==> src/design/lsdf_pkg.sv <==
// ----------------------------------------------------------------------------
// lsdf_pkg
// Shared types and constants of the LSB steganography deframer.
// ----------------------------------------------------------------------------
package lsdf_pkg;

  // result kinds
  typedef enum logic [2:0] {
    KIND_EXT_CHAR  = 3'd0,
    KIND_DATA      = 3'd1,
    KIND_MAGIC_BAD = 3'd2,
    KIND_EXT_LEN   = 3'd3,
    KIND_FILE_SIZE = 3'd4,
    KIND_EXT_LONG  = 3'd5
  } kind_e;

  // configuration register indexes
  localparam logic [1:0] CFG_HEADER_SKIP = 2'd0;
  localparam logic [1:0] CFG_MAGIC_LEN   = 2'd1;
  localparam logic [1:0] CFG_MAGIC_WORD  = 2'd2;

  // configuration reset values
  localparam logic [7:0]  HEADER_SKIP_RST = 8'd54;
  localparam logic [3:0]  MAGIC_LEN_RST   = 4'd2;
  localparam logic [63:0] MAGIC_WORD_RST  = 64'd8998;

  // longest extension accepted
  localparam logic [31:0] EXT_MAX = 32'd16;

  // input item
  typedef struct packed {
    logic [7:0] carrier_byte;
    logic       start_of_file;
  } in_item_t;

  // result item
  typedef struct packed {
    kind_e       result_kind;
    logic [31:0] result_value;
    logic        message_end;
  } out_item_t;

  // completed word as classified by the front
  typedef struct packed {
    logic        is_magic;   // magic character, checked in the back
    logic        first;      // first magic character of a frame
    logic        last;       // last magic character of a frame
    logic [2:0]  sel;        // byte of the magic word to compare against
    kind_e       kind;       // result kind for non-magic words
    logic [31:0] word;
    logic        msg_end;
  } event_t;

  // queue status
  typedef struct packed {
    logic full;
    logic empty;
  } q_status_t;

endpackage

==> src/design/lsdf_stream_if.sv <==
// ----------------------------------------------------------------------------
// lsdf_stream_if
// Valid/ready stream channel with a typed payload.
// ----------------------------------------------------------------------------
interface lsdf_stream_if #(
  parameter type T = logic
) ();
  logic valid;
  logic ready;
  T     payload;

  modport source (output valid, output payload, input ready);
  modport sink   (input valid, input payload, output ready);
endinterface

==> src/design/lsdf_back.sv <==
// ----------------------------------------------------------------------------
// lsdf_back
// Magic check, error squashing and the registered result stage.
// ----------------------------------------------------------------------------
module lsdf_back
  import lsdf_pkg::*;
(
  input  logic           clk_i,
  input  logic           rst_ni,
  input  event_t         ev_i,
  input  logic           q_empty_i,
  input  logic [63:0]    magic_word_i,
  output logic           pop_o,
  lsdf_stream_if.source  result_o
);

  logic      out_valid_q;
  out_item_t out_q;
  logic      bad_q, bad_d;
  logic      mismatch;
  logic      emit;
  logic [7:0] expect_char;

  // take the next event when the result register is free or being drained
  assign pop_o = ~q_empty_i & (~out_valid_q | result_o.ready);

  // magic character compare
  assign expect_char = magic_word_i[8*ev_i.sel +: 8];
  assign mismatch    = (ev_i.word[7:0] != expect_char);

  // error tracking and result decision
  always_comb begin
    bad_d = bad_q;
    emit  = 1'b0;
    if (ev_i.is_magic) begin
      bad_d = (ev_i.first ? 1'b0 : bad_q) | mismatch;
      emit  = ev_i.last & bad_d;
    end else begin
      emit = ~bad_q;
    end
  end

  // result register
  always_ff @(posedge clk_i or negedge rst_ni) begin
    if (!rst_ni) begin
      out_valid_q <= 1'b0;
      bad_q       <= 1'b0;
    end else begin
      if (result_o.ready) begin
        out_valid_q <= 1'b0;
      end
      if (pop_o) begin
        bad_q       <= bad_d;
        out_valid_q <= emit;
      end
    end
  end

  always_ff @(posedge clk_i) begin
    if (pop_o && emit) begin
      if (ev_i.is_magic) begin
        out_q.result_kind  <= KIND_MAGIC_BAD;
        out_q.result_value <= '0;
        out_q.message_end  <= 1'b1;
      end else begin
        out_q.result_kind  <= ev_i.kind;
        out_q.result_value <= ev_i.word;
        out_q.message_end  <= ev_i.msg_end;
      end
    end
  end

  assign result_o.valid   = out_valid_q;
  assign result_o.payload = out_q;

endmodule

==> src/flat_wrapper.sv <==
// flat-port wrapper written by rule: the top's interface ports become plain ports
module lsdf_back_flat import lsdf_pkg::*;
  (clk_i, rst_ni, ev_i, q_empty_i, magic_word_i, pop_o, result_o_valid, result_o_payload, result_o_ready);
  lsdf_stream_if result_o_i ();
  input  logic clk_i;
  input  logic rst_ni;
  input  event_t ev_i;
  input  logic q_empty_i;
  input  logic [63:0] magic_word_i;
  output logic pop_o;
  output wire logic [$bits(result_o_i.valid)-1:0] result_o_valid;
  output wire logic [$bits(result_o_i.payload)-1:0] result_o_payload;
  input wire logic [$bits(result_o_i.ready)-1:0] result_o_ready;
  assign result_o_valid = result_o_i.valid;
  assign result_o_payload = result_o_i.payload;
  assign result_o_i.ready = result_o_ready;
  lsdf_back u_core (.clk_i(clk_i), .rst_ni(rst_ni), .ev_i(ev_i), .q_empty_i(q_empty_i), .magic_word_i(magic_word_i), .pop_o(pop_o), .result_o(result_o_i));
endmodule
==> config.mk <==
export PLATFORM = sky130hd
export DESIGN_NAME = lsdf_back_flat
export DESIGN_NICKNAME = d
export VERILOG_FILES = /design/src/design/lsdf_pkg.sv /design/src/design/lsdf_stream_if.sv /design/src/design/lsdf_back.sv /design/src/flat_wrapper.sv
export SDC_FILE = /design/constraint.sdc
export NUM_CORES = 1
export LEC_CHECK = 0
export BUFFER_PORTS_ARGS = -buffer_cell sky130_fd_sc_hd__buf_2
export CORE_ASPECT_RATIO = 0.8
export CORE_UTILIZATION = 27
export CTS_BUF_LIST = sky130_fd_sc_hd__clkbuf_8 sky130_fd_sc_hd__clkbuf_16
export DETAILED_ROUTE_END_ITERATION = 8
export GPL_ROUTABILITY_DRIVEN = 0
export PLACE_DENSITY = 0.78
export RECOVER_POWER = 50
export SLEW_MARGIN = 20
export SYNTH_ARGS = -nofsm -noshare
export SYNTH_HDL_FRONTEND = slang
export SYNTH_SLANG_ARGS = --single-unit
export TNS_END_PERCENT = 1
==> constraint.sdc <==
create_clock -name clk_i -period 1.65 [get_ports clk_i]
set_clock_uncertainty 0.1 [all_clocks]
set_input_delay 0.165 -clock clk_i [delete_from_list [all_inputs] [get_ports clk_i]]
set_output_delay 0.165 -clock clk_i [all_outputs]
set_load 0.1 [all_outputs]
Yosys cells after proc, flatten, opt, wreduce, memory -nomap -nowiden. Index checks and enable logic that the tools add are counted.

Eq/ne operators: 1. Reduce and logical (&&, ||, !) cells: 3. Shift-type cells: 1. Multiplexer cells: 4. Bitwise operators: 7.

Operator list (number): $shiftx 64x7->8 (1); $ne 8x8->1 (1); $mux 1 (4); $not 1->1 (3); $and 1x1->1 (2); $or 1x1->1 (2); $reduce_and 2->1 (1); $reduce_bool 2->1 (1); $logic_and 1x1->1 (1).

Word-level logic and storage cells: 19. Output and inout bits: 3. Bits of input ports: 110. Register bits: 3.

Logic depth before layout (Yosys ltp). Gate-level depths: netlist of the first run.

Word-level depth: 6. Depth in mapped cells: 8. Mapped depth without buffers: 6.

Worst setup path after synthesis of the first run. No wires, ideal clock.

Path kind: register to register. Start point: register u_core.out_valid_q (netlist: u_core.result_o.valid). End point: register u_core.out_q, in the netlist u_core.result_o.payload, enable pin. Slack: -1656 ps. Data required time: 1260 ps. Path buffers: 0. Stages on the path, launching flop included: 4. Data arrival time: 2915 ps. Clock period less this slack: 3306 ps. Setup time: 290 ps. Path through: dfrtp_1 -> a21oi_1 -> and3_1 -> a21o_1.

Cells in the longest elaborated chain, start to end: 4.

RTL lines: from (decl) (line lsdf_back.sv:17) `logic out_valid_q;`; from (signal assigned) (line lsdf_back.sv:54) `out_valid_q <= emit;`; $not 1->1 (line lsdf_back.sv:25) `assign pop_o = ~q_empty_i & (~out_valid_q | result_o.ready);`; $or 1x1->1 (line lsdf_back.sv:25); $and 1x1->1 (line lsdf_back.sv:25); via pop_o (line flat_wrapper.sv:10) `output logic pop_o;`; $logic_and 1x1->1 (line lsdf_back.sv:60) `if (pop_o && emit) begin`; to (decl) (line lsdf_back.sv:18) `out_item_t out_q;`.

The timed path passes the listed nets, and every way through them passes these cells. A chain may end at the register's enable or synchronous reset.

Worst setup path in the final report of the first run.
Start point: input port ev_i[37] in the netlist's numbering. End point: register u_core.out_q, in the netlist u_core.result_o.payload, enable pin.

Cells in the longest elaborated chain, start to end: 6.

RTL lines: from (decl) (line flat_wrapper.sv:7) `input event_t ev_i;`; $shiftx 64x7->8 (line lsdf_back.sv:28) `assign expect_char = magic_word_i[8*ev_i.sel +: 8];`; $ne 8x8->1 (line lsdf_back.sv:29) `assign mismatch = (ev_i.word[7:0] != expect_char);`; $or 1x1->1 (line lsdf_back.sv:36) `bad_d = (ev_i.first ? 1'b0 : bad_q) | mismatch;`; $and 1x1->1 (line lsdf_back.sv:37) `emit = ev_i.last & bad_d;`; $mux 1 (line lsdf_back.sv:35) `if (ev_i.is_magic) begin`; $logic_and 1x1->1 (line lsdf_back.sv:60).

No other way between the ends.

==> results.json, run 1 <==
{
  "crit_chain": "buf_12 > buf_12 > mux4_2 > mux2i_1 > xor2_1 > nand3_1 > or4_4 > a21o_1",
  "r2r_start": "u_core.bad_q$_DFFE_PN0P_",
  "crit_path_max_fanout": 8,
  "crit_family": "multiplexers",
  "syn-instance-count": 70,
  "track_usage_pct": 18.3,
  "grt_busiest_layer": "met2",
  "criticalPathCategory": "in -> reg",
  "drt-total-wl_mm": 2.64,
  "grt_remaining_overflow": 0,
  "drcViolationCount": 0,
  "setup_violations": 3,
  "final_common_cell": "buf_2",
  "syn_to_final_growth_pct": 77.9,
  "worst_hold_path.endpoint": "u_core.result_o.payload$_SDFFCE_PP1P_",
  "hold_start": "ev_i[0]",
  "power_frac_comb_pct": 53.5,
  "numCtsBuffers": 3,
  "synth_edf_count": 1,
  "p_seq_share_pct": 13.6,
  "multiInputGateArea_um2": 652,
  "dpl.cell_count": 195,
  "cp.required_ns": 1.53,
  "drt-vias-per-instance": 4.79,
  "die_area_mm2": 0.00304,
  "status": "finished, violations left",
  "antenna_cells": 0,
  "cts_tree": "built",
  "drive_above_1_share_pct": 71.3,
  "cp_common_cell": "buf_12",
  "r2r_end": "u_core.result_o.payload$_SDFFCE_PP1P_",
  "clk_latency_ns": 0.21,
  "hold_viol_final": 0,
  "max_slew.worst_pin.slew_ns": 0.486,
  "violations": "setup timing",
  "synth.distinct_cells": 30,
  "synthFlopType": "dfrtp_1",
  "power_leakage_nw": 0.704,
  "max_clock_freq_mhz": 478,
  "slowest_delay_ns": 0.50,
  "min_delay_path_depth": 2,
  "initial_utilization_pct": 29.8,
  "ir_worst_vdd_mv": 0.256,
  "use_met2_pct": 34.8,
  "critPathBufInv": 2,
  "antenna_found_initial": 0,
  "cap_violations": 0,
  "cts_setup_buffers": 0,
  "hpwl_mm": 2.36,
  "finalNonFillerCells": 200,
  "cp_data_arrival_time_ns": 1.97,
  "nFillCells": 263,
  "startpoint_type": "input pin",
  "grt_pass1_vias": 1028,
  "seqCellArea_um2": 81.3,
  "syn_nets": 180,
  "yosys_warnings": 0,
  "rsz0062_at_grt": "true",
  "io_buffers": 85,
  "switching_share_pct": 31.5,
  "clock-sinks": 3,
  "fin_nets": 275,
  "htreeDepth": 1,
  "grt_max_degree": 11,
  "die_w_um": 61.4,
  "ff2ff_path_depth": 4,
  "p_per_area_mw_per_mm2": 460,
  "cp-end-kind": "register",
  "switchingPower_mw": 0.197,
  "grt_pass1_wl_mm": 4.15,
  "fin_ws_ns": -0.444,
  "cts_root_buf": "clkbuf_8",
  "clkPwrFrac_pct": 32.9,
  "p_int_mw": 0.428,
  "slew_violations": 0,
  "dr_total_vias": 957,
  "yosysSeqAreaShare_pct": 10.5,
  "layout_common_cells": "81 x buf_2, 11 x mux2i_1, 10 x mux4_2, 9 x buf_4, 7 x mux2_2",
  "clock_path_buffers": 2,
  "drt_first_pass_iters": 4,
  "ios": 113,
  "die_h_um": 49.6,
  "grt_use_met1_pct": 19.9,
  "worst_hold_path_type": "in -> reg",
  "syn_area_um2": 763,
  "num_rows": 16,
  "met3_usage_pct": 2.62,
  "min_period_ns": 2.09,
  "wl_per_cell_um": 13.2,
  "path_clk_slew_ns": 0.03,
  "core_area_mm2": 0.00256,
  "drt_iter0_markers": 42,
  "syn-mean-instance-area_um2": 10.9,
  "synthArstFlopShare_pct": 66.7,
  "rrSetupSlack_ns": 0.06,
  "critPathSlowestCell": "mux4_2",
  "synth-seq-cells": 3,
  "relSlewSlack_pct": 67.8,
  "ant_nets": 0,
  "min_period_over_period_pct": 127,
  "post-route-util_pct": 53.0
}
cell families after synthesis:
family	count (synthesis)	share of synthesized area, %
mux	28	54.8
buf+inv	6	5.08
flops	3	10.5
xor+xnor	6	6.89
simple gates	14	10.8
compound gates	13	12.0
worst register-to-register path, delay by kind of cell, from the launching register on:
family,cells,cell delay [ns]
AOI/OAI and AO/OA,2,0.31
buffers and inverters,1,0.06
DFF,1,0.38
and+or+nand+nor,1,0.50
worst max path at each step:
stage             start                               endpoint  depth (start not counted)
6_report       ev_i[37]  u_core.result_o.payload$_SDFFCE_PP1P_                          8
5_1_grt        ev_i[37]  u_core.result_o.payload$_SDFFCE_PP1P_                          8
4_1_cts        ev_i[37]  u_core.result_o.payload$_SDFFCE_PP1P_                          8
3_5_place_dp   ev_i[37]  u_core.result_o.payload$_SDFFCE_PP1P_                          7
3_3_place_gp   ev_i[37]  u_core.result_o.payload$_SDFFCE_PP1P_                          7
2_1_floorplan  ev_i[38]  u_core.result_o.payload$_SDFFCE_PP1P_                          8
state kept, by name, indices dropped and copies added, names as in the netlist:
name                     count
u_core.result_o.payload      1
u_core.result_o.valid        1
u_core.bad_q                 1
area by class of cell:
cell class | instances | area share, %
Multi-Input combinational cell | 61 | 48.0
Tap cell | 36 | 3.32
Clock inverter | 1 | 0.276
Clock buffer | 3 | 3.04
Sequential cell | 3 | 5.99
Inverter | 2 | 0.553
Timing Repair Buffer | 94 | 38.8
power by group through the flow:
stage | registers, mW | logic [mW] | clock network (mW)
final | 0.0849 | 0.334 | 0.206
after global routing | 0.0851 | 0.364 | 0.220
after CTS | 0.0849 | 0.336 | 0.211
after detailed placement | 0.0858 | 0.329 | 0
after global placement | 0.0854 | 0.317 | 0
after floorplan | 0.108 | 0.172 | 0
stage by stage:
stage	worst slack [ns]	power [mW]	TNS, ns	instance area (um2)	hold WS, ns
CTS	-0.456	0.632	-1.21	1350	0.124
finish	-0.444	0.625	-1.18	1360	0.125
floorplan	-0.508	0.280	-1.41	790	-0.231
global route	-0.532	0.668	-1.45	1360	0.133
global placement	-0.740	0.403	-2.10	1280	-0.147
detailed placement	-0.769	0.414	-2.19	1280	-0.144
cells in the mapped netlist, types with 2 or more instances:
master / instances / area share, %
buf_4: 2 / 2.0
xor2_1: 6 / 6.9
mux2_2: 7 / 10
a21oi_1: 2 / 1.3
dfrtp_1: 2 / 6.6
a22o_1: 2 / 2.3
inv_1: 2 / 0.98
mux4_2: 9 / 27
nand2_1: 2 / 0.98
o21ai_0: 2 / 1.3
or3_1: 2 / 1.6
o22ai_1: 3 / 2.5
nand3_1: 2 / 1.3
mux2i_1: 11 / 14
per-layer routing:
layer	wire length (um)	share of wire [%]
met1	1000	38
met2	1450	55
met3	176	6.7
met4	12	0.45
met5	0	0
what timing repair did:
action	4_1_cts	5_1_grt
gates resized for setup	5	1
hold buffers	1	0
endpoints found under the setup margin	3	3
endpoints found under the hold margin	2	0
pin swaps	7	0
Note: power is estimated with default switching activity, not from simulation.
==> run 2, diff against run 1 <==
- BUFFER_PORTS_ARGS: -buffer_cell sky130_fd_sc_hd__buf_2 -> unset
- CORE_UTILIZATION: 27 -> 45
- DONT_BUFFER_PORTS: unset -> 1
- PLACE_DENSITY: 0.78 -> unset
==> run 2 against run 1 <==
  * The flow still finishes with violations (setup timing)
  * Power decreased by 23%
  * Final cell count down 52%
  * Sequential share of layout area grew 3.6 points
  * Via count fell by 34%
  * Register-to-register slack worse by 0.03 ns
  * Global-route usage grew 1.3 points
  * Largest power group is now the clock network
==> results.json, run 2 (synthesis gave the netlist of run 1 again) <==
{
  "cp-end-kind": "register",
  "core_area_mm2": 0.00149,
  "r2r_start": "u_core.bad_q$_DFFE_PN0P_",
  "drcViolationCount": 0,
  "track_usage_pct": 19.7,
  "die_w_um": 48.0,
  "dr_total_vias": 627,
  "io_buffers": 0,
  "syn_to_final_growth_pct": 11.6,
  "layout_common_cells": "11 x mux2i_1, 10 x mux4_2, 7 x mux2_2, 6 x xor2_1, 4 x buf_4",
  "cp_data_arrival_time_ns": 1.83,
  "grt_pass1_wl_mm": 2.40,
  "initial_utilization_pct": 51.3,
  "startpoint_type": "input pin",
  "cts_tree": "built",
  "min_period_over_period_pct": 118,
  "grt_remaining_overflow": 0,
  "numCtsBuffers": 3,
  "drive_above_1_share_pct": 38.7,
  "clk_latency_ns": 0.21,
  "hpwl_mm": 1.60,
  "die_area_mm2": 0.00187,
  "antenna_cells": 0,
  "rrSetupSlack_ns": 0.03,
  "drt-total-wl_mm": 1.81,
  "wl_per_cell_um": 18.9,
  "critPathLaunch": "ev_i[37]",
  "crit_path_end": "u_core.result_o.payload$_SDFFCE_PP1P_",
  "worst_hold_path_type": "in -> reg",
  "grt_pass1_vias": 556,
  "ios": 113,
  "crit_path_max_fanout": 14,
  "ant_nets": 0,
  "finalNonFillerCells": 96,
  "violations": "setup timing",
  "relSlewSlack_pct": 78.4,
  "cp.required_ns": 1.53,
  "fin_nets": 186,
  "slew_violations": 0,
  "dpl.cell_count": 91,
  "setup_violations": 3,
  "hold_viol_final": 0,
  "p_per_area_mw_per_mm2": 568,
  "min_delay_path_depth": 1,
  "drt-vias-per-instance": 6.53,
  "min_period_ns": 1.96,
  "cts_root_buf": "clkbuf_8",
  "tns_ns": -0.811,
  "criticalPathCategory": "in -> reg",
  "power_leakage_nw": 0.341,
  "cts_setup_buffers": 0,
  "cts_resized": 0,
  "final_common_cell": "mux2i_1",
  "fin_ws_ns": -0.305,
  "ff2ff_path_depth": 4,
  "max_clock_freq_mhz": 511,
  "die_h_um": 38.8,
  "num_rows": 12,
  "htreeDepth": 1,
  "rsz0062_at_grt": "true",
  "drt_first_pass_iters": 2,
  "drt_iter0_markers": 1,
  "clock_path_buffers": 2,
  "cap_violations": 0,
  "max_slew.worst_pin.slew_ns": 0.324,
  "ir_worst_vdd_mv": 0.257,
  "status": "finished, violations left",
  "antenna_found_initial": 0,
  "clock-sinks": 3,
  "grt_max_degree": 22,
  "r2r_end": "u_core.result_o.payload$_SDFFCE_PP1P_",
  "path_clk_slew_ns": 0.03
}
==> run 2: what timing repair did <==
action | in CTS | in global routing
hold endpoints to repair | 2 | 0
hold buffers | 1 | 0
setup endpoints to repair | 3 | 3
pin swaps | 1 | 4
==> run 2: where the power goes <==
| part | switching (mW) | internal [mW] | leakage (nW) |
|---|---|---|---|
| clock network | 0.0460 | 0.158 | 0.0269 |
| registers | 0.00321 | 0.0816 | 0.0293 |
| logic | 0.0875 | 0.107 | 0.285 |
| total | 0.137 | 0.347 | 0.341 |
==> run 2: worst min path at each step <==
stage / from / end / slack [ns]
2_1_floorplan: rst_ni / u_core.bad_q$_DFFE_PN0P_ / -0.23
3_3_place_gp: rst_ni / u_core.result_o.valid$_DFFE_PN0P_ / -0.23
3_5_place_dp: rst_ni / u_core.result_o.valid$_DFFE_PN0P_ / -0.23
4_1_cts: ev_i[0] / u_core.result_o.payload$_SDFFCE_PP1P_ / 0.03
5_1_grt: ev_i[0] / u_core.result_o.payload$_SDFFCE_PP1P_ / 0.04
6_report: ev_i[0] / u_core.result_o.payload$_SDFFCE_PP1P_ / 0.04
==> run 2: layout make-up <==
type	instances	area [um2]
timing repair buffer	5	40.0
fill	137	634
inverter	2	7.51
sequential	3	81.3
tap	21	26.3
clock buffer	3	41.3
multi-input combinational	61	652
clock inverter	1	3.75
==> run 2: routing by layer <==
layer  global-route usage (%)  vias up  share of wire, %
met5                        0        -                 0
met4                     8.33        0                 0
met3                     5.14        0                15
met2                     32.1       55                48
met1                     24.1      276                37
li1                         -      296                 -
==> run 2: critical path, stage by stage <==
cell and delay (ns):
mux4_2 0.46, mux2i_1 0.17, xor2_1 0.17, o2111ai_1 0.12
or4_4 0.57, a21o_1 0.18
==> run 2: per-stage QoR <==
step           util [%]  area [um2]  setup slack, ns  total power, mW  hold WS [ns]
2_1_floorplan         -         790           -0.508            0.280        -0.231
3_3_place_gp       53.6         797           -0.536            0.279        -0.231
3_5_place_dp       53.6         797           -0.537            0.280        -0.231
4_1_cts            57.3         852           -0.311            0.491        0.0349
5_1_grt            57.3         852           -0.380            0.517        0.0358
6_report           57.3         852           -0.305            0.484        0.0365
==> run 3, diff against run 2 <==
--- a/constraint.sdc
+++ b/constraint.sdc
@@ -4,2 +4,2 @@
 set_output_delay 0.165 -clock clk_i [all_outputs]
-set_load 0.1 [all_outputs]
+set_load 0.005 [all_outputs]
==> run 3 against run 2 <==
  * The flow still finishes with violations (setup timing)
  * Design area is 3.7% lower
  * Combinational power decreased by 23%
  * Maximum frequency is 1.3% lower
  * Power down 9.7%
  * Routed wire length increased by 0.99%
  * Die area stayed put
  * Final cell count shrank 3.1%
  * Via count down 3.5%
  * Clock power about the same
  * Sequential power fell by 1%
  * Critical path type unchanged
==> results.json, run 3 (synthesis gave the netlist of run 1 again) <==
{
  "cp_data_arrival_time_ns": 1.86,
  "htreeDepth": 1,
  "max_clock_freq_mhz": 505,
  "p_per_area_mw_per_mm2": 532,
  "hpwl_mm": 1.59,
  "track_usage_pct": 19.8,
  "die_w_um": 48.0,
  "cp-end-kind": "register",
  "rsz0062_at_grt": "true",
  "ios": 113,
  "drt-total-wl_mm": 1.83,
  "cp.required_ns": 1.52,
  "clk_latency_ns": 0.21,
  "finalNonFillerCells": 93,
  "grt_pass1_wl_mm": 2.50,
  "min_period_over_period_pct": 120,
  "layout_common_cells": "10 x mux4_2, 10 x mux2i_1, 7 x mux2_2, 6 x xor2_1",
  "core_area_mm2": 0.00149,
  "dpl.cell_count": 88,
  "total_power_mw": 0.437,
  "drt_iter0_markers": 4,
  "drt-vias-per-instance": 6.51,
  "cts_tree": "built",
  "drive_above_1_share_pct": 34.7,
  "wl_per_cell_um": 19.7,
  "ant_nets": 0,
  "grt_remaining_overflow": 0,
  "drt_first_pass_iters": 3,
  "nFillCells": 126,
  "initial_utilization_pct": 51.3,
  "numCtsBuffers": 3,
  "path_clk_slew_ns": 0.03,
  "min_period_ns": 1.98,
  "syn_to_final_growth_pct": 7.54,
  "relSlewSlack_pct": 78.1,
  "worst_hold_path_type": "in -> reg",
  "io_buffers": 0,
  "fin_ws_ns": -0.331,
  "power_leakage_nw": 0.324,
  "fin_nets": 183,
  "clock-sinks": 3,
  "crit_path_max_fanout": 10,
  "status": "finished, violations left",
  "clock_path_buffers": 2,
  "cap_violations": 0,
  "criticalPathCategory": "in -> reg",
  "setup_violations": 3,
  "ir_worst_vdd_mv": 0.252,
  "tns_ns": -0.881,
  "grt_pass1_vias": 600,
  "violations": "setup timing",
  "hold_viol_final": 0,
  "antenna_cells": 0,
  "max_slew.worst_pin.slew_ns": 0.329,
  "cts_root_buf": "clkbuf_8",
  "die_h_um": 38.8,
  "drcViolationCount": 0,
  "pre_cts_ws_ns": -0.554,
  "grt_max_degree": 22,
  "dr_total_vias": 605,
  "antenna_found_initial": 0,
  "die_area_mm2": 0.00187,
  "slew_violations": 0,
  "num_rows": 12,
  "startpoint_type": "input pin"
}
[run 3: changes by cell type in the layout (fill, tap and decap cells not counted), sizes merged]
cell and change:
buf -3
[run 3: path summary, 6_finish.rpt]
path,from,endpoint,slack (ns),cells after the start
max,ev_i[36],u_core.result_o.payload$_SDFFCE_PP1P_,-0.33,6
max reg2reg,u_core.bad_q$_DFFE_PN0P_,u_core.result_o.payload$_SDFFCE_PP1P_,0.09,4
max in group asynchronous,rst_ni,u_core.result_o.valid$_DFFE_PN0P_,1.23,1
min,ev_i[0],u_core.result_o.payload$_SDFFCE_PP1P_,0.03,1
min in group asynchronous,rst_ni,u_core.bad_q$_DFFE_PN0P_,0.09,1
min reg2reg,u_core.bad_q$_DFFE_PN0P_,u_core.bad_q$_DFFE_PN0P_,0.53,2
[run 3: report_power, final]
part	internal (mW)	switching [mW]
logic	0.101	0.0502
clock network	0.158	0.0436
registers	0.0812	0.00274
[run 3: per-stage QoR]
step | hold slack [ns] | util [%] | cell area (um2)
finish | 0.0347 | 55.2 | 821
global route | 0.0346 | 55.2 | 821
CTS | 0.0358 | 55.0 | 817
detailed placement | -0.231 | 51.3 | 762
global placement | -0.231 | 51.3 | 762
floorplan | -0.231 | - | 777
[run 3: routing by layer]
metal	part of all wire, %	global-route usage [%]
met2	50	36.1
met3	12	2.34
met1	38	22.8
met4	0	8.33
met5	0	0
[run 3: area by class of cell]
type | count | area, um2 | area share [%]
Multi-Input combinational cell | 61 | 644 | 78.5
Sequential cell | 3 | 80.1 | 9.76
Clock buffer | 3 | 41.3 | 5.03
Tap cell | 21 | 26.3 | 3.20
Timing Repair Buffer | 2 | 17.5 | 2.13
Inverter | 2 | 7.51 | 0.915
Clock inverter | 1 | 3.75 | 0.457
[run 3: critical path, stage by stage]
cell and delay, ns:
mux4_2 0.48, mux2i_2 0.17, xor2_1 0.22, nand3_1 0.09, or4_4 0.55, a21o_1 0.18
[run 3: timing repair]
| action | in CTS | in global routing |
|---|---|---|
| hold buffers | 1 | 0 |
| endpoints found under the hold margin | 2 | 0 |
| setup endpoints to repair | 3 | 3 |
| resized for setup | 0 | 1 |
| pin swaps | 3 | 1 |
| setup buffers | 0 | 0 |
